<file path="src/rtl/core/assert_macros.svh">
// Assertion macros used by the handle table RTL.
// Depends on nothing; included by modules that carry assertions.
`ifndef ASSERT_MACROS_SVH
`define ASSERT_MACROS_SVH
`ifndef SYNTHESIS
`define TH_ASSERT(lbl, clk, rst, prop) \
   lbl: assert property (@(posedge clk) disable iff (rst) prop) \
      else $error("handle table assertion failed");
`define TH_ASSERT_NR(lbl, clk, prop) \
   lbl: assert property (@(posedge clk) prop) \
      else $error("handle table assertion failed");
`else
`define TH_ASSERT(lbl, clk, rst, prop)
`define TH_ASSERT_NR(lbl, clk, prop)
`endif
`endif

</file>
<file path="src/rtl/core/thtr_pkg.sv">
// Types and codes of the tagged handle table.
// Depends on nothing; used by the top level, front end, queue and back end.
package thtr_pkg;

   localparam logic [2:0] MODE_ALLOC  = 3'd0;
   localparam logic [2:0] MODE_FREE   = 3'd1;
   localparam logic [2:0] MODE_EXISTS = 3'd2;
   localparam logic [2:0] MODE_READ   = 3'd3;
   localparam logic [2:0] MODE_WRITE  = 3'd4;
   localparam logic [2:0] MODE_INC    = 3'd5;
   localparam logic [2:0] MODE_DEC    = 3'd6;

   localparam logic [2:0] ST_OK    = 3'd0;
   localparam logic [2:0] ST_BAD   = 3'd1;
   localparam logic [2:0] ST_NOKEY = 3'd2;
   localparam logic [2:0] ST_REFS  = 3'd3;
   localparam logic [2:0] ST_OVF   = 3'd4;
   localparam logic [2:0] ST_FULL  = 3'd5;

   localparam logic [31:0] COUNT_MAX = 32'hFFFF_FFFF;
   localparam int QUEUE_DEPTH = 2;

   typedef enum logic [2:0] {
      K_ALLOC, K_FREE, K_EXISTS, K_READ, K_WRITE, K_INC, K_DEC, K_REJECT
   } cmd_kind_type;

   typedef enum logic [2:0] {
      S_CLEAR, S_IDLE, S_EXEC, S_SCAN_RD, S_SCAN_CHK, S_OUT
   } bk_state_type;

   typedef struct packed {
      cmd_kind_type kind;
      logic [31:0]  idx;
      logic [31:0]  htag;
      logic [31:0]  new_tag;
      logic [63:0]  ident_0;
      logic [63:0]  ident_1;
   } cmd_type;

   typedef struct packed {
      logic [2:0]  status;
      logic [63:0] new_handle;
      logic        exists_flag;
      logic [63:0] ident_out_0;
      logic [63:0] ident_out_1;
   } rsp_data_type;

endpackage

</file>
<file path="src/rtl/core/thtr_if.sv">
// Valid/ready channel interfaces for requests and responses.
// Depends on nothing.
interface thtr_req_if;
   logic        valid;
   logic        ready;
   logic [2:0]  mode;
   logic [63:0] handle;
   logic [31:0] new_tag;
   logic [63:0] ident_0;
   logic [63:0] ident_1;
   modport source (output valid, mode, handle, new_tag, ident_0, ident_1, input ready);
   modport sink   (input valid, mode, handle, new_tag, ident_0, ident_1, output ready);
endinterface


</file>
<file path="src/rtl/core/thtr_front.sv">
// Front end: accepts request items and classifies them into commands.
// Depends on thtr_pkg and thtr_req_if.
module thtr_front import thtr_pkg::*; #(
   parameter int ENTRIES = 256
) (
   thtr_req_if.sink  req_bus,
   input  logic      init_done,
   input  logic      q_full,
   output logic      push,
   output cmd_type   cmd
);
   logic idx_ok;

   assign req_bus.ready = init_done && !q_full;
   assign push = req_bus.valid && req_bus.ready;
   assign idx_ok = req_bus.handle[31:0] < 32'(ENTRIES);

   always_comb begin
      cmd.idx     = req_bus.handle[31:0];
      cmd.htag    = req_bus.handle[63:32];
      cmd.new_tag = req_bus.new_tag;
      cmd.ident_0 = req_bus.ident_0;
      cmd.ident_1 = req_bus.ident_1;
      if (req_bus.mode == MODE_ALLOC) begin
         cmd.kind = K_ALLOC;
      end else if (!idx_ok) begin
         cmd.kind = K_REJECT;
      end else begin
         unique case (req_bus.mode)
            MODE_FREE:   cmd.kind = K_FREE;
            MODE_EXISTS: cmd.kind = K_EXISTS;
            MODE_READ:   cmd.kind = K_READ;
            MODE_WRITE:  cmd.kind = K_WRITE;
            MODE_INC:    cmd.kind = K_INC;
            MODE_DEC:    cmd.kind = K_DEC;
            default:     cmd.kind = K_REJECT;
         endcase
      end
   end
endmodule

</file>
<file path="src/flat_wrapper.sv">
// flat-port wrapper written by rule: the top's interface ports become plain ports
module thtr_front_flat import thtr_pkg::*;
#(
   parameter int ENTRIES = 256
)
  (init_done, q_full, push, cmd, req_bus_valid, req_bus_mode, req_bus_handle, req_bus_new_tag, req_bus_ident_0, req_bus_ident_1, req_bus_ready);
  thtr_req_if req_bus_i ();
  input  logic init_done;
  input  logic q_full;
  output logic push;
  output cmd_type cmd;
  input wire logic [$bits(req_bus_i.valid)-1:0] req_bus_valid;
  input wire logic [$bits(req_bus_i.mode)-1:0] req_bus_mode;
  input wire logic [$bits(req_bus_i.handle)-1:0] req_bus_handle;
  input wire logic [$bits(req_bus_i.new_tag)-1:0] req_bus_new_tag;
  input wire logic [$bits(req_bus_i.ident_0)-1:0] req_bus_ident_0;
  input wire logic [$bits(req_bus_i.ident_1)-1:0] req_bus_ident_1;
  output wire logic [$bits(req_bus_i.ready)-1:0] req_bus_ready;
  assign req_bus_i.valid = req_bus_valid;
  assign req_bus_i.mode = req_bus_mode;
  assign req_bus_i.handle = req_bus_handle;
  assign req_bus_i.new_tag = req_bus_new_tag;
  assign req_bus_i.ident_0 = req_bus_ident_0;
  assign req_bus_i.ident_1 = req_bus_ident_1;
  assign req_bus_ready = req_bus_i.ready;
  thtr_front #(.ENTRIES(ENTRIES)) u_core (.req_bus(req_bus_i), .init_done(init_done), .q_full(q_full), .push(push), .cmd(cmd));
endmodule
</file>
<file path="config.mk">
export PLATFORM = sky130hd
export DESIGN_NAME = thtr_front_flat
export DESIGN_NICKNAME = d
export VERILOG_FILES = /design/src/rtl/core/assert_macros.svh /design/src/rtl/core/thtr_pkg.sv /design/src/rtl/core/thtr_if.sv /design/src/rtl/core/thtr_front.sv /design/src/flat_wrapper.sv
export SDC_FILE = /design/constraint.sdc
export NUM_CORES = 1
export LEC_CHECK = 0
export BUFFER_PORTS_ARGS = -buffer_cell sky130_fd_sc_hd__buf_2
export CORE_AREA = 10 10 172 174
export DETAILED_ROUTE_END_ITERATION = 10
export DIE_AREA = 0 0 182 184
export GPL_TIMING_DRIVEN = 0
export SLEW_MARGIN = 20
export SYNTH_ARGS = -nofsm -noshare
export SYNTH_HDL_FRONTEND = slang
export SYNTH_SLANG_ARGS = --single-unit
</file>
<file path="constraint.sdc">
create_clock -name vclk -period 2.32
set_input_delay 0.348 -clock vclk [all_inputs]
set_output_delay 0.348 -clock vclk [all_outputs]
set_load 0.01 [all_outputs]
</file>
==> flow_results.xml <==
<?xml version="1.0" encoding="UTF-8"?>
<metrics>
  <group name="critical_path">
    <metric name="path_buf_inv" unit="">2</metric>
    <metric name="critical_path.most_common_cell" unit="">buf_2</metric>
    <metric name="worst-endpoint-arrival" unit="ns">1.45</metric>
    <metric name="worst_path_dominant_cell_family" unit="">simple AND/OR/NAND/NOR gates</metric>
    <metric name="start_kind" unit="">input port</metric>
    <metric name="crit_chain" unit="">buf_2 -&gt; or4_1 -&gt; nor3_1 -&gt; a21oi_1 -&gt; buf_2</metric>
    <metric name="worstPathRequired" unit="ns">1.97</metric>
    <metric name="crit_path_end_kind" unit="">output port</metric>
    <metric name="timing_worst_setup_path_type" unit="">input port to output port</metric>
    <metric name="highest_cell_delay_on_the_worst_timing_path" unit="ns">0.58</metric>
    <metric name="highest_fanout_seen_on_the_critical_path" unit="">3</metric>
    <metric name="critPathSlowestCell" unit="">or4_1</metric>
  </group>
  <group name="final_layout">
    <metric name="clock_buffers" unit="">0</metric>
    <metric name="antennaDiodeCount" unit="">0</metric>
    <metric name="flops_and_latches" unit="">0</metric>
    <metric name="layout.area.seq" unit="sq um">0</metric>
    <metric name="num-nets-final" unit="">731</metric>
    <metric name="drive_gt1_frac" unit="">0.9699</metric>
    <metric name="syn2layout_area_growth" unit="%">96.28</metric>
  </group>
  <group name="yosys">
    <metric name="yosys_warnings" unit="">0</metric>
    <metric name="yosys.area.top_type_share" unit="">0.9438</metric>
    <metric name="avgSynthCellArea" unit="sq um">7.424</metric>
    <metric name="synth_area_leaders" unit="">buf_4, nor4_1, nor3_1, a21oi_1, or4_4</metric>
    <metric name="synth_seq_area_share" unit="">0</metric>
    <metric name="synth_largest_area_cell" unit="">buf_4</metric>
    <metric name="synth_cells" unit="">240</metric>
    <metric name="synth_fp_nets" unit="">470</metric>
    <metric name="post_synth_num_cell_types" unit="">9</metric>
    <metric name="post-synth-top-count-cell" unit="">buf_4</metric>
    <metric name="netlist_area" unit="sq mm">0.001782</metric>
    <metric name="synth_common_cells" unit="">buf_4, nor3_1, nor4_1, a21oi_1</metric>
  </group>
  <group name="floorplanning">
    <metric name="initial_utilization" unit="">0.06876</metric>
    <metric name="ios" unit="">459</metric>
    <metric name="die_h" unit="microns">184</metric>
    <metric name="floorplan.die.width" unit="microns">182</metric>
    <metric name="fp.dieArea" unit="sq mm">0.03349</metric>
    <metric name="rows" unit="">59</metric>
    <metric name="fp.coreArea" unit="sq mm">0.02591</metric>
  </group>
  <group name="placed_design">
    <metric name="place_ws" unit="ns">0.5163</metric>
    <metric name="port_buffers" unit="">259</metric>
    <metric name="gp_routability_congestion" unit="">0.7846</metric>
  </group>
  <group name="clocking">
    <metric name="post_cts_resized" unit="">0</metric>
    <metric name="post_cts_buffers" unit="">0</metric>
    <metric name="holdBufCountCts" unit="">0</metric>
  </group>
  <group name="detailed_routing">
    <metric name="wl_per_cell" unit="microns">14.01</metric>
    <metric name="drt-total-wl" unit="microns">11680</metric>
    <metric name="drt_first_iter_violations" unit="">26</metric>
    <metric name="route.antenna.remaining_nets" unit="">0</metric>
    <metric name="route.vias.total" unit="">2178</metric>
    <metric name="vias_per_cell" unit="">2.612</metric>
    <metric name="detail_route.drc_violations" unit="">0</metric>
    <metric name="dr.pass1.iters" unit="">4</metric>
  </group>
  <group name="power_and_ir_drop">
    <metric name="power_report.internal_total" unit="W">0.0003909</metric>
    <metric name="ir_worst_vdd" unit="mV">0.05693</metric>
    <metric name="sw_frac_of_total" unit="">0.4019</metric>
    <metric name="power_switching" unit="W">0.0002627</metric>
    <metric name="p_comb_frac" unit="">1.000</metric>
    <metric name="design_power_total" unit="W">0.0006535</metric>
    <metric name="p_per_area" unit="mW/mm^2">186.9</metric>
    <metric name="p_leak" unit="nW">2.111</metric>
    <metric name="seq_power_share" unit="">0</metric>
    <metric name="power_frac_clock" unit="">0</metric>
  </group>
  <group name="timing">
    <metric name="worst_slew_margin_rel" unit="">0.7837</metric>
    <metric name="final.setup.worst_slack" unit="ns">0.5191</metric>
    <metric name="hold_ws" unit="ns">0.8824</metric>
    <metric name="finalSetupTns" unit="ns">0</metric>
    <metric name="hold_viol" unit="">0</metric>
    <metric name="worst-slew-pin-transition" unit="ns">0.3219</metric>
    <metric name="max_freq" unit="GHz">0.5553</metric>
    <metric name="grt_setup_unrepaired" unit="">false</metric>
    <metric name="slew_viol_final" unit="">0</metric>
    <metric name="timing.final.setup_violations" unit="">0</metric>
    <metric name="final_period_utilization" unit="">0.7762</metric>
    <metric name="fin_crit" unit="ns">1.801</metric>
  </group>
  <group name="job">
    <metric name="cap_viol_max_count" unit="">0</metric>
  </group>
  <group name="outcome">
    <metric name="status" unit="">complete, no violations</metric>
  </group>
  <group name="global_route">
    <metric name="overflow" unit="">0</metric>
    <metric name="number_of_global_route_vias_before_repair" unit="">2604</metric>
    <metric name="grtUsageTotal" unit="">0.05704</metric>
    <metric name="grt_first_pass_wirelength" unit="microns">15610</metric>
    <metric name="grt_start_max_net_pins" unit="">4</metric>
    <metric name="grt_antenna_before_repair" unit="">0</metric>
  </group>
  <group name="hold_path">
    <metric name="hp-class" unit="">input port to output port</metric>
  </group>
</metrics>
## layout by cell type, fill, tap and decap left out
cell     instances
nor4_1           4
nor2b_1          1
or4_4            1
a21oi_1          3
and4_1           1
or4_1            1
and2_1           1
buf_4          224
nor3_1           4
buf_2          259
## final cells by class
cell class         instances  area (sq um)
plain buffers            224          1682
multi-input cells         16         100.1
repair buffers           259          1296
fillers                 2891         22410
well taps                335         419.2
## per-stage QoR
step                      cells  area (sq um)    util
after global placement      834          3497  0.1350
after CTS                   834          3497  0.1350
final                       834          3497  0.1350
after detailed placement    834          3497  0.1350
after floorplan             240          1782       -
after global routing        834          3497  0.1350
## power by group through the flow
| stage | clock network, W | registers [W] | logic [W] |
|---|---|---|---|
| global placement | 0 | 0 | 0.000668 |
| global route | 0 | 0 | 0.000706 |
| detailed placement | 0 | 0 | 0.000668 |
| finish | 0 | 0 | 0.000654 |
| CTS | 0 | 0 | 0.000670 |
| floorplan | 0 | 0 | 0.000405 |
## path summary, 6_finish.rpt
check | start | end | cells after the start
worst max-delay path | req_bus_handle[31] | cmd[224] | 5
worst min-delay path | req_bus_ident_0[17] | cmd[81] | 2
## per-layer routing
layer / share of wire / GRT usage / vias to the layer above
met3: 0.17 / 0.03602 / 0
met5: 0 / 0 / -
met2: 0.57 / 0.1210 / 258
li1: - / - / 1036
met1: 0.26 / 0.04365 / 884
met4: 0 / 0.0003254 / 0
## cell families after synthesis
kind of cell / count (synthesis) / synth area share
AOI/OAI and AO/OA: 3 / 0.008424
buffers and inverters: 224 / 0.9438
and+or+nand+nor: 13 / 0.04776
Note: power is estimated with default switching activity, not from simulation.
