## src/rtl/core/assert_macros.svh

```systemverilog
// Assertion macros used by the handle table RTL.
// Depends on nothing; included by modules that carry assertions.
`ifndef ASSERT_MACROS_SVH
`define ASSERT_MACROS_SVH
`ifndef SYNTHESIS
`define TH_ASSERT(lbl, clk, rst, prop) \
   lbl: assert property (@(posedge clk) disable iff (rst) prop) \
      else $error("handle table assertion failed");
`define TH_ASSERT_NR(lbl, clk, prop) \
   lbl: assert property (@(posedge clk) prop) \
      else $error("handle table assertion failed");
`else
`define TH_ASSERT(lbl, clk, rst, prop)
`define TH_ASSERT_NR(lbl, clk, prop)
`endif
`endif

```

## src/rtl/core/thtr_pkg.sv

```systemverilog
// Types and codes of the tagged handle table.
// Depends on nothing; used by the top level, front end, queue and back end.
package thtr_pkg;

   localparam logic [2:0] MODE_ALLOC  = 3'd0;
   localparam logic [2:0] MODE_FREE   = 3'd1;
   localparam logic [2:0] MODE_EXISTS = 3'd2;
   localparam logic [2:0] MODE_READ   = 3'd3;
   localparam logic [2:0] MODE_WRITE  = 3'd4;
   localparam logic [2:0] MODE_INC    = 3'd5;
   localparam logic [2:0] MODE_DEC    = 3'd6;

   localparam logic [2:0] ST_OK    = 3'd0;
   localparam logic [2:0] ST_BAD   = 3'd1;
   localparam logic [2:0] ST_NOKEY = 3'd2;
   localparam logic [2:0] ST_REFS  = 3'd3;
   localparam logic [2:0] ST_OVF   = 3'd4;
   localparam logic [2:0] ST_FULL  = 3'd5;

   localparam logic [31:0] COUNT_MAX = 32'hFFFF_FFFF;
   localparam int QUEUE_DEPTH = 2;

   typedef enum logic [2:0] {
      K_ALLOC, K_FREE, K_EXISTS, K_READ, K_WRITE, K_INC, K_DEC, K_REJECT
   } cmd_kind_type;

   typedef enum logic [2:0] {
      S_CLEAR, S_IDLE, S_EXEC, S_SCAN_RD, S_SCAN_CHK, S_OUT
   } bk_state_type;

   typedef struct packed {
      cmd_kind_type kind;
      logic [31:0]  idx;
      logic [31:0]  htag;
      logic [31:0]  new_tag;
      logic [63:0]  ident_0;
      logic [63:0]  ident_1;
   } cmd_type;

   typedef struct packed {
      logic [2:0]  status;
      logic [63:0] new_handle;
      logic        exists_flag;
      logic [63:0] ident_out_0;
      logic [63:0] ident_out_1;
   } rsp_data_type;

endpackage

```

## src/rtl/core/thtr_queue.sv

```systemverilog
// Short command queue between the front end and the back end.
// Depends on thtr_pkg.
module thtr_queue import thtr_pkg::*; (
   input  logic    clock,
   input  logic    reset,
   input  logic    push,
   input  cmd_type push_cmd,
   input  logic    pop,
   output cmd_type head,
   output logic    full,
   output logic    empty
);
   localparam int PTR_W = $clog2(QUEUE_DEPTH);
   localparam int CNT_W = $clog2(QUEUE_DEPTH + 1);

   cmd_type          slot_ff [QUEUE_DEPTH];
   logic [PTR_W-1:0] wr_ptr_ff, wr_ptr_in;
   logic [PTR_W-1:0] rd_ptr_ff, rd_ptr_in;
   logic [CNT_W-1:0] cnt_ff, cnt_in;

   assign full  = cnt_ff == CNT_W'(QUEUE_DEPTH);
   assign empty = cnt_ff == '0;
   assign head  = slot_ff[rd_ptr_ff];

   always_comb begin
      wr_ptr_in = push ? wr_ptr_ff + PTR_W'(1) : wr_ptr_ff;
      rd_ptr_in = pop ? rd_ptr_ff + PTR_W'(1) : rd_ptr_ff;
      cnt_in    = cnt_ff + CNT_W'(push) - CNT_W'(pop);
   end

   always_ff @(posedge clock) begin
      if (reset) begin
         wr_ptr_ff <= '0;
         rd_ptr_ff <= '0;
         cnt_ff    <= '0;
      end else begin
         wr_ptr_ff <= wr_ptr_in;
         rd_ptr_ff <= rd_ptr_in;
         cnt_ff    <= cnt_in;
      end
      if (push) begin
         slot_ff[wr_ptr_ff] <= push_cmd;
      end
   end
endmodule

```

## config.mk

```make
export PLATFORM = sky130hd
export DESIGN_NAME = thtr_queue
export DESIGN_NICKNAME = d
export VERILOG_FILES = /design/src/rtl/core/assert_macros.svh /design/src/rtl/core/thtr_pkg.sv /design/src/rtl/core/thtr_queue.sv
export SDC_FILE = /design/constraint.sdc
export NUM_CORES = 1
export LEC_CHECK = 0
export BUFFER_PORTS_ARGS = -buffer_cell sky130_fd_sc_hd__buf_2
export CORE_AREA = 2 2 181 183
export DETAILED_ROUTE_END_ITERATION = 16
export DIE_AREA = 0 0 183 185
export PLACE_DENSITY = 0.76
export SLEW_MARGIN = 25
export SYNTH_ARGS = -nofsm -noshare
export SYNTH_HDL_FRONTEND = slang
export SYNTH_SLANG_ARGS = --single-unit
```

## constraint.sdc

```tcl
create_clock -name clock -period 21.9 [get_ports clock]
set_input_delay 2.19 -clock clock [delete_from_list [all_inputs] [get_ports clock]]
set_output_delay 2.19 -clock clock [all_outputs]
set_load 0.02 [all_outputs]
```

==> metrics.cfg, run 1 <==
[status]
status = finished clean

[route]
vias = 8594
wire_per_inst_um = 21.5
via_per_inst = 5.15
drcViolationCount = 0
routed_wl_mm = 35.9
antenna_left = 0
drt_iter0_drc = 522
dr.pass1.iters = 4

[sta]
setup_viol = 0
hold_violations = 0
finalSetupTns_ns = 0
fin_crit_ns = 5.61
fmax_mhz = 178
post-route-period-util_pct = 25.6
worst_pin_slew_ns = 1.02
finClkSkew_ns = 0.0201
rsz0062_at_grt = false
slew_violations = 0
slew_headroom_pct = 32.2
worst_hold_slack_ns = 0.535
layout_setup_ws_ns = 16.29

[clock_network]
cts-htree-levels = 2
cts_sinks = 459
postCtsHoldBufs = 0
cts_root_buf = clkbuf_16
cts_tree = yes
cts_setup_buffers = 0
cts_buffer_depth = 3
cts_resized = 0
cts_made_buffers = 45
clkLatencyLatePin_ns = 0.52
path_clk_slew_ns = 0.06

[grt]
grt_max_degree = 160
grt_pass1_wl_mm = 51.2
antenna_found_initial = 11
grt_usage_pct = 20.2
first_global_vias = 9113
overflow = 0

[min_path]
hp-class = reg -> reg
min_from = rd_ptr_ff$_SDFFE_PP0P_
hold_depth = 2

[finish]
fin_area_mm2 = 0.0209
utilization_pct = 65.2
layout_commonest_cell = buf_2
mostFrequentLayoutCells = buf_2 (459), edfxtp_1 (454), mux2_2 (197)
nets = 1450
drive_above_1_share_pct = 60.5
syn_to_final_growth_pct = 25.1

[logic_synthesis]
syn-mean-instance-area_um2 = 23.0
yosysUniqueCellTypes = 14
syn_area_mm2 = 0.0167
ys_ff_latch = 459
synth.largest_area_cell = edfxtp_1
seq_area_frac_synth_pct = 82.3
synth_area_leaders = edfxtp_1 (82%), mux2_2 (13%), mux2_4 (2.7%)
synth_top_area_share_pct = 81.7
syn_inst = 727
syn_nets = 960
yosys_warnings = 0

[pwr]
seqPwrFrac_pct = 51.3
ir_worst_vdd_mv = 0.0849
internal_power_mw = 1.57
leakage_nw = 7.88
p_switching_mw = 0.463
pwr-share-clk_pct = 36.4
p_sw_share_pct = 22.7
power_density_mw_per_mm2 = 97.5
combPwrFrac_pct = 12.3

[worst_setup_path]
rr_worst_depth = 3
path_max_fanout = 71
path_class = reg -> out
timing.rr.end = slot_ff[1][214]$_DFFE_PP_
startpoint_type = flip-flop
arrival_ns = 3.42
worstReg2RegStart = wr_ptr_ff$_SDFFE_PP0P_
endpoint_kind = output port
r2r_setup_slack_ns = 18.89
required_ns = 19.71

[place]
port_buffers = 459
pre_cts_slack_ns = 16.81
place_hpwl_mm = 24.2
placed_cell_area_mm2 = 0.0194
routabilityCongestion = 0.836

[floorplan]
initial_core_util_pct = 52.1
rows = 66
ioPinCount = 460
core_mm2 = 0.0320
dieArea_mm2 = 0.0339
dieHeight_um = 185
die_w_um = 183

[run]
cap_violations = 0

logic make-up after synthesis:
family | share of synthesized area [%]
buffers and inverters | 1.11
multiplexers | 16.0
XOR/XNOR | 0.240
adder cells (fa/ha/maj) | 0.150
flip-flops | 82.3
AND/OR/NAND/NOR | 0.262
flip-flops by register name (all words and copies together), names as in the netlist, named ones only:
| register | flops |
|---|---|
| cnt_ff | 2 |
| rd_ptr_ff | 1 |
| slot_ff | 454 |
| wr_ptr_ff | 1 |
per-layer routing:
| metal | track usage (%) | vias up | wire (um) |
|---|---|---|---|
| met5 | 0 | - | 0 |
| met4 | 9.34 | 0 | 1410 |
| met3 | 5.78 | 81 | 2850 |
| met2 | 36.0 | 392 | 18800 |
| met1 | 22.4 | 4225 | 12800 |
| li1 | - | 3896 | - |
cells in the mapped netlist, drive strengths merged:
library cell,count
and2,1
buf,25
dfxtp,5
edfxtp,454
ha,2
inv,2
mux2,227
nor2,5
nor2b,3
xnor2,2
xnor3,1
critical path: stages (launching register included):
cell	delay (ns)
dfxtp_4	0.65
buf_4	0.66
buf_4	0.83
mux2_2	0.43
buf_2	0.16
power groups by stage:
stage / logic [mW] / registers, mW / clock network [mW]
after detailed placement: 0.251 / 1.06 / 0
final: 0.250 / 1.04 / 0.742
after floorplan: 0.163 / 1.07 / 0
after global routing: 0.266 / 1.05 / 0.791
after CTS: 0.252 / 1.04 / 0.759
after global placement: 0.247 / 1.06 / 0
worst max path at each step:
stage               from                 endpoint  depth (start not counted)  slack [ns]
4_1_cts        flip-flop                 head[31]                          4       16.25
2_1_floorplan       push  slot_ff[0][0]$_DFFE_PP_                          1        9.09
5_1_grt        flip-flop                head[224]                          4       16.10
3_3_place_gp   flip-flop                head[216]                          4       16.84
3_5_place_dp   flip-flop                 head[31]                          4       16.81
6_report       flip-flop                head[224]                          4       16.29
metrics by stage:
stage                     instances  total power [mW]
after floorplan                 727              1.23
after global placement         1577              1.31
after detailed placement       1577              1.31
after CTS                      1654              2.06
after global routing           1666              2.10
final                          1668              2.04
area by class of cell:
| cell class | count | area (um2) |
|---|---|---|
| tap | 408 | 510 |
| clock inverter | 21 | 244 |
| timing repair buffer | 468 | 2400 |
| antenna | 13 | 32.5 |
| sequential | 459 | 13700 |
| fill | 2173 | 11200 |
| multi-input combinational | 241 | 2790 |
| inverter | 2 | 7.51 |
| clock buffer | 56 | 1170 |
Note: power is estimated with default switching activity, not from simulation.
==> run 2, diff against run 1 <==
--- a/config.mk
+++ b/config.mk
@@ -6,10 +6,10 @@
 export NUM_CORES = 1
 export LEC_CHECK = 0
 export BUFFER_PORTS_ARGS = -buffer_cell sky130_fd_sc_hd__buf_2
-export CORE_AREA = 2 2 181 183
+export CORE_MARGIN = 1
+export CORE_UTILIZATION = 47
 export DETAILED_ROUTE_END_ITERATION = 16
-export DIE_AREA = 0 0 183 185
-export PLACE_DENSITY = 0.76
+export PLACE_DENSITY = 0.72
 export SLEW_MARGIN = 25
 export SYNTH_ARGS = -nofsm -noshare
 export SYNTH_HDL_FRONTEND = slang
==> constraint.sdc (replaced) <==
create_clock -name clock -period 4.9 [get_ports clock]
set_input_delay 0.49 -clock clock [delete_from_list [all_inputs] [get_ports clock]]
set_output_delay 0.49 -clock clock [all_outputs]
set_load 0.02 [all_outputs]
==> run 2 against run 1 <==
Cell area grew 0.30%. Register-to-register slack worse by 16 ns. First-iteration DRC count fell by 15%. Worst hold slack got worse by 0.41 ns. Die area is 7.2% higher. Setup slack worse by 15 ns. Final cell count grew 2.5%. Global-route usage decreased by 2.1 points. Core utilization is 4.8 points lower. Wire length fell by 5.6%. Non-clock buffer count fell by 3. Sequential power grew to 4.5 times the previous value. Critical path type unchanged. Highest routed layer is now met5.
==> metrics.cfg, run 2 (synthesized netlist as in run 1, its figures left out) <==
[finish]
fin_cells = 1710  ; +2.5%
fin_area_mm2 = 0.0209  ; +0.30%
fillers = 2609  ; +20%
largest_reg_flops = 454  ; unchanged
register_area_mm2 = 0.0137  ; unchanged
mostFrequentLayoutCells = buf_2 (459), edfxtp_1 (454), mux2_2 (197)
multiInputGateArea_mm2 = 0.00279  ; unchanged
nets = 1448  ; -0.14%
syn_to_final_growth_pct = 25.5
utilization_pct = 60.3  ; -4.8 points
top_regs = slot_ff x454, cnt_ff x2
largest_register = slot_ff
layout_commonest_cell = buf_2
drive_above_1_share_pct = 60.6  ; +0.063 points

[pwr]
internal_power_mw = 6.95  ; +340%
ir_worst_vdd_mv = 0.298  ; +250%
leakage_nw = 7.87  ; -0.12%
p_sw_share_pct = 23.3  ; +0.55 points
pwr-share-clk_pct = 36.3  ; about the same
combPwrFrac_pct = 12.2  ; about the same
p_switching_mw = 2.11  ; +360%
seqPwrFrac_pct = 51.5  ; +0.2 points
total_power_mw = 9.06  ; +340%
power_density_mw_per_mm2 = 432  ; +340%

[min_path]
hp-class = in -> reg

[clock_network]
cts_root_buf = clkbuf_16
clkLatencyLatePin_ns = 0.55  ; +0.03 ns
postCtsHoldBufs = 0  ; unchanged
cts_made_buffers = 46  ; +2.2%
cts_setup_buffers = 0  ; unchanged
cts_tree = yes
cts_buffer_depth = 3  ; unchanged
cts-htree-levels = 2  ; unchanged
cts_sinks = 459  ; unchanged
cts_resized = 0  ; unchanged
path_clk_slew_ns = 0.06  ; about the same

[floorplan]
rows = 68  ; +3.0%
initial_core_util_pct = 48.1  ; -4.0 points
ioPinCount = 460  ; unchanged
dieHeight_um = 190  ; +3.0%
die_w_um = 190  ; +4.1%
dieArea_mm2 = 0.0363  ; +7.2%
core_mm2 = 0.0347  ; +8.3%

[sta]
setup_viol = 0  ; unchanged
finalSetupTns_ns = 0  ; unchanged
worst_hold_slack_ns = 0.123  ; -0.411 ns
fin_crit_ns = 3.12
layout_setup_ws_ns = 1.78  ; -14.51 ns
post-route-period-util_pct = 63.8
finClkSkew_ns = 0.0167  ; -0.00338 ns
worst_pin_slew_ns = 0.927  ; -0.0889 ns
slew_headroom_pct = 38.0  ; +5.8 points
hold_violations = 0  ; unchanged
slew_violations = 0  ; unchanged
fmax_mhz = 320
rsz0062_at_grt = false

[route]
wire_per_inst_um = 19.8  ; -7.9%
routed_wl_mm = 33.8  ; -5.6%
antenna_left = 0  ; unchanged
drt_iter0_drc = 442  ; -15%
dr.pass1.iters = 4  ; unchanged
via_per_inst = 4.97  ; -3.5%
drcViolationCount = 0  ; unchanged
vias = 8501  ; -1.1%

[worst_setup_path]
path_max_fanout = 85  ; +20%
arrival_ns = 2.63  ; -0.79 ns
path_class = reg -> out
endpoint_kind = output port
startpoint_type = flip-flop
required_ns = 4.41  ; -15.30 ns

[run]
cap_violations = 0  ; unchanged

[grt]
antenna_found_initial = 11  ; unchanged
overflow = 0  ; unchanged
grt_max_degree = 111  ; -31%
grt_pass1_wl_mm = 49.0  ; -4.3%
grt_usage_pct = 18.0  ; -2.1 points
first_global_vias = 8888  ; -2.5%

[place]
place_hpwl_mm = 22.3  ; -7.8%
post-place-cells = 1622  ; +2.9%
routabilityCongestion = 0.772  ; -7.6%
pre_cts_slack_ns = 2.33  ; -14.48 ns
placed_cell_area_mm2 = 0.0195  ; +0.55%
port_buffers = 459  ; unchanged

[status]
status = finished clean

==> run 2: changes by cell type in the layout (fill, tap and decap cells not counted) <==
cell        previous run  this run
buf_4                  7         0
buf_12                 1         6
clkinv_1               9        10
bufinv_16              6         3
clkinvlp_4             0         3
clkbuf_1              11        10
buf_16                 1         0
inv_6                  0         1
clkbuf_16             45        47
diode_2               13         6
clkinv_2               6         8
==> run 2: power groups by stage <==
stage / sequential [mW] / clock [mW] / combinational [mW]
global route: 4.69 / 3.52 / 1.17
finish: 4.67 / 3.29 / 1.10
global placement: 4.74 / 0 / 1.10
floorplan: 4.73 / 0 / 0.727
CTS: 4.67 / 3.37 / 1.12
detailed placement: 4.75 / 0 / 1.11
==> run 2: path summary, 6_finish.rpt <==
check	start	to	slack [ns]	cells past startpoint
max	flip-flop	head[95]	1.78	3
min	push_cmd[58]	slot_ff[1][58]$_DFFE_PP_	0.12	1
max reg2reg	wr_ptr_ff$_SDFFE_PP0P_	slot_ff[0][183]$_DFFE_PP_	2.78	2
min reg2reg	rd_ptr_ff$_SDFFE_PP0P_	flip-flop	0.51	2
==> run 2: final cells by class <==
cell class                 count  area share [%]
sequential                   459            65.6
multi-input combinational    241            13.3
timing repair buffer         465            11.5
clock buffer                  57            5.79
tap                          455            2.72
clock inverter                25           0.950
antenna                        6          0.0717
inverter                       2          0.0358
==> run 2: routing by layer <==
layer | vias to the layer above | track usage, % | routed length (um) | part of all wire [%]
met5 | - | 0 | 55 | 0.16
met4 | 8 | 7.51 | 789 | 2.3
met3 | 56 | 6.81 | 3230 | 9.5
met2 | 348 | 31.9 | 17600 | 52
met1 | 4194 | 19.2 | 12100 | 36
li1 | 3895 | - | - | -
==> run 2: critical path, cell delays in order, from the launching register on <==
cell and delay, ns:
dfxtp_4 0.93, buf_12 0.48, mux2_2 0.40, buf_2 0.17
==> run 3, diff against run 2 <==
--- a/config.mk
+++ b/config.mk
@@ -7,9 +7,9 @@
 export LEC_CHECK = 0
 export BUFFER_PORTS_ARGS = -buffer_cell sky130_fd_sc_hd__buf_2
 export CORE_MARGIN = 1
-export CORE_UTILIZATION = 47
+export CORE_UTILIZATION = 52
 export DETAILED_ROUTE_END_ITERATION = 16
-export PLACE_DENSITY = 0.72
+export PLACE_DENSITY = 0.75
 export SLEW_MARGIN = 25
 export SYNTH_ARGS = -nofsm -noshare
 export SYNTH_HDL_FRONTEND = slang
==> constraint.sdc (replaced) <==
create_clock -name clock -period 3.26 [get_ports clock]
set_input_delay 0.326 -clock clock [delete_from_list [all_inputs] [get_ports clock]]
set_output_delay 0.326 -clock clock [all_outputs]
set_load 0.02 [all_outputs]
==> run 3 against run 2 <==
Final cell count rose by 11%. Wire length rose by 19%. Power rose by 54%. Sequential power is 50% higher. Sequential share of layout area fell by 6.4 points. Flip-flop and latch count unchanged. Setup slack got worse by 1.2 ns. Combinational power rose by 79%. Core utilization increased by 13 points. Global-route usage grew 5.9 points. Die area is 9.5% lower. Largest power group unchanged.
==> metrics.cfg, run 3 (synthesized netlist as in run 1, its figures left out) <==
[place]
pre_cts_slack_ns = 1.17  ; -1.16 ns
place_hpwl_mm = 23.5  ; +5.6%
port_buffers = 459  ; unchanged
post-place-cells = 1579  ; -2.7%
routabilityCongestion = 0.870  ; +13%
placed_cell_area_mm2 = 0.0196  ; +0.17%

[min_path]
min_to = slot_ff[1][93]$_DFFE_PP_
min_from = push_cmd[93]
hold_depth = 1  ; unchanged
hp-class = in -> reg

[clock_network]
cts_setup_buffers = 0  ; unchanged
cts_resized = 0  ; unchanged
cts_made_buffers = 46  ; unchanged
cts_buffer_depth = 3  ; unchanged
cts_root_buf = clkbuf_16
cts-htree-levels = 2  ; unchanged
path_clk_slew_ns = 0.06  ; about the same
cts_sinks = 459  ; unchanged
cts_tree = yes
postCtsHoldBufs = 223  ; +223
clkLatencyLatePin_ns = 0.53  ; -0.02 ns

[worst_setup_path]
startpoint_type = flip-flop
endpoint_kind = output port
timing.rr.end = slot_ff[1][7]$_DFFE_PP_
path_max_fanout = 54  ; -36%
arrival_ns = 2.32  ; -0.31 ns
worstReg2RegStart = wr_ptr_ff$_SDFFE_PP0P_
path_class = reg -> out
r2r_setup_slack_ns = 1.35  ; -1.43 ns
rr_worst_depth = 2  ; unchanged
required_ns = 2.93  ; -1.48 ns

[finish]
fin_area_mm2 = 0.0232  ; +11%
top_regs = slot_ff x454, cnt_ff x2
utilization_pct = 73.6  ; +13 points
syn_to_final_growth_pct = 39.1
layout_commonest_cell = buf_2
fin_cells = 1893  ; +11%
largest_reg_flops = 454  ; unchanged
largest_register = slot_ff
nets = 1682  ; +16%
drive_above_1_share_pct = 51.6  ; -9.0 points
mostFrequentLayoutCells = buf_2 (459), edfxtp_1 (454), dlygate4sd3_1 (224)

[sta]
finalSetupTns_ns = 0  ; unchanged
fmax_mhz = 378
slew_headroom_pct = 52.8  ; +15 points
worst_pin_slew_ns = 0.707  ; -0.220 ns
setup_viol = 0  ; unchanged
hold_violations = 0  ; unchanged
fin_crit_ns = 2.65
post-route-period-util_pct = 81.2
rsz0062_at_grt = false
slew_violations = 0  ; unchanged
layout_setup_ws_ns = 0.614  ; -1.16 ns
finClkSkew_ns = 0.0186  ; +0.00184 ns

[floorplan]
ioPinCount = 460  ; unchanged
rows = 65  ; -4.4%
dieHeight_um = 181  ; -4.9%
initial_core_util_pct = 52.9  ; +4.8 points
core_mm2 = 0.0316  ; -9.1%
die_w_um = 181  ; -4.9%
dieArea_mm2 = 0.0328  ; -9.5%

[run]
cap_violations = 0  ; unchanged

[grt]
overflow = 0  ; unchanged
antenna_found_initial = 4  ; -7
grt_pass1_wl_mm = 59.2  ; +21%
grt_usage_pct = 23.9  ; +5.9 points
first_global_vias = 10700  ; +20%
grt_max_degree = 104  ; -6.3%

[status]
status = finished clean

[route]
antenna_left = 0  ; unchanged
drt_iter0_drc = 517  ; +17%
dr.pass1.iters = 4  ; unchanged
vias = 9738  ; +15%
wire_per_inst_um = 21.3  ; +7.8%
via_per_inst = 5.14  ; +3.5%
drcViolationCount = 0  ; unchanged
routed_wl_mm = 40.4  ; +19%

[pwr]
leakage_nw = 8.88  ; +13%
ir_worst_vdd_mv = 0.505  ; +70%
power_density_mw_per_mm2 = 600  ; +39%

==> run 3: cell types whose count changed in the layout (fill, tap and decap cells not counted) <==
cell / previous run / this run
dlygate4sd3_1: 0 / 224
buf_4: 0 / 8
clkbuf_1: 10 / 13
clkinvlp_4: 3 / 0
buf_12: 6 / 8
clkinv_4: 0 / 2
diode_2: 6 / 4
bufinv_16: 3 / 1
clkinv_2: 8 / 9
clkinv_1: 10 / 11
clkbuf_16: 47 / 49
==> run 3: through the flow <==
step	hold WS, ns	power (mW)
2_1_floorplan	0.398	8.20
3_3_place_gp	0.494	8.80
3_5_place_dp	0.505	8.84
4_1_cts	0.00181	13.9
5_1_grt	0.00212	14.3
6_report	0.0169	13.9
==> run 3: cell type report <==
cell class / instances / area, um2
Inverter: 2 / 7.51
Fill cell: 1811 / 8330
Clock buffer: 62 / 1270
Clock inverter: 24 / 143
Multi-Input combinational cell: 241 / 2790
Antenna cell: 4 / 10.0
Sequential cell: 459 / 13700
Timing Repair Buffer: 699 / 4760
Tap cell: 402 / 503
==> run 3: metal layers <==
metal	wire length, um	vias up	GRT usage, %	share of wire (%)
met1	14100	4783	25.6	35
met3	3030	118	6.37	7.5
met2	21300	487	43.3	53
met4	1940	0	12.4	4.8
met5	0	-	0	0
li1	-	4350	-	-
==> run 3: worst max-delay path, cell delays in order, from the launching register on <==
cell and delay (ns):
dfxtp_4 0.76, buf_12 0.34, mux2_2 0.40, buf_2 0.17
==> run 3: worst max path at each step <==
stage,slack (ns),cells past startpoint,end
after detailed placement,1.17,3,head[179]
final,0.61,3,head[139]
after CTS,0.60,3,head[179]
after global routing,0.52,3,head[224]
after floorplan,-0.90,1,slot_ff[0][0]$_DFFE_PP_
after global placement,1.16,3,head[179]
==> run 3: power breakdown <==
part	switching (mW)	internal [mW]	leakage (nW)
logic	1.09	0.874	3.88
registers	0.126	6.90	4.30
clock network	2.11	2.83	0.699
total	3.33	10.6	8.88
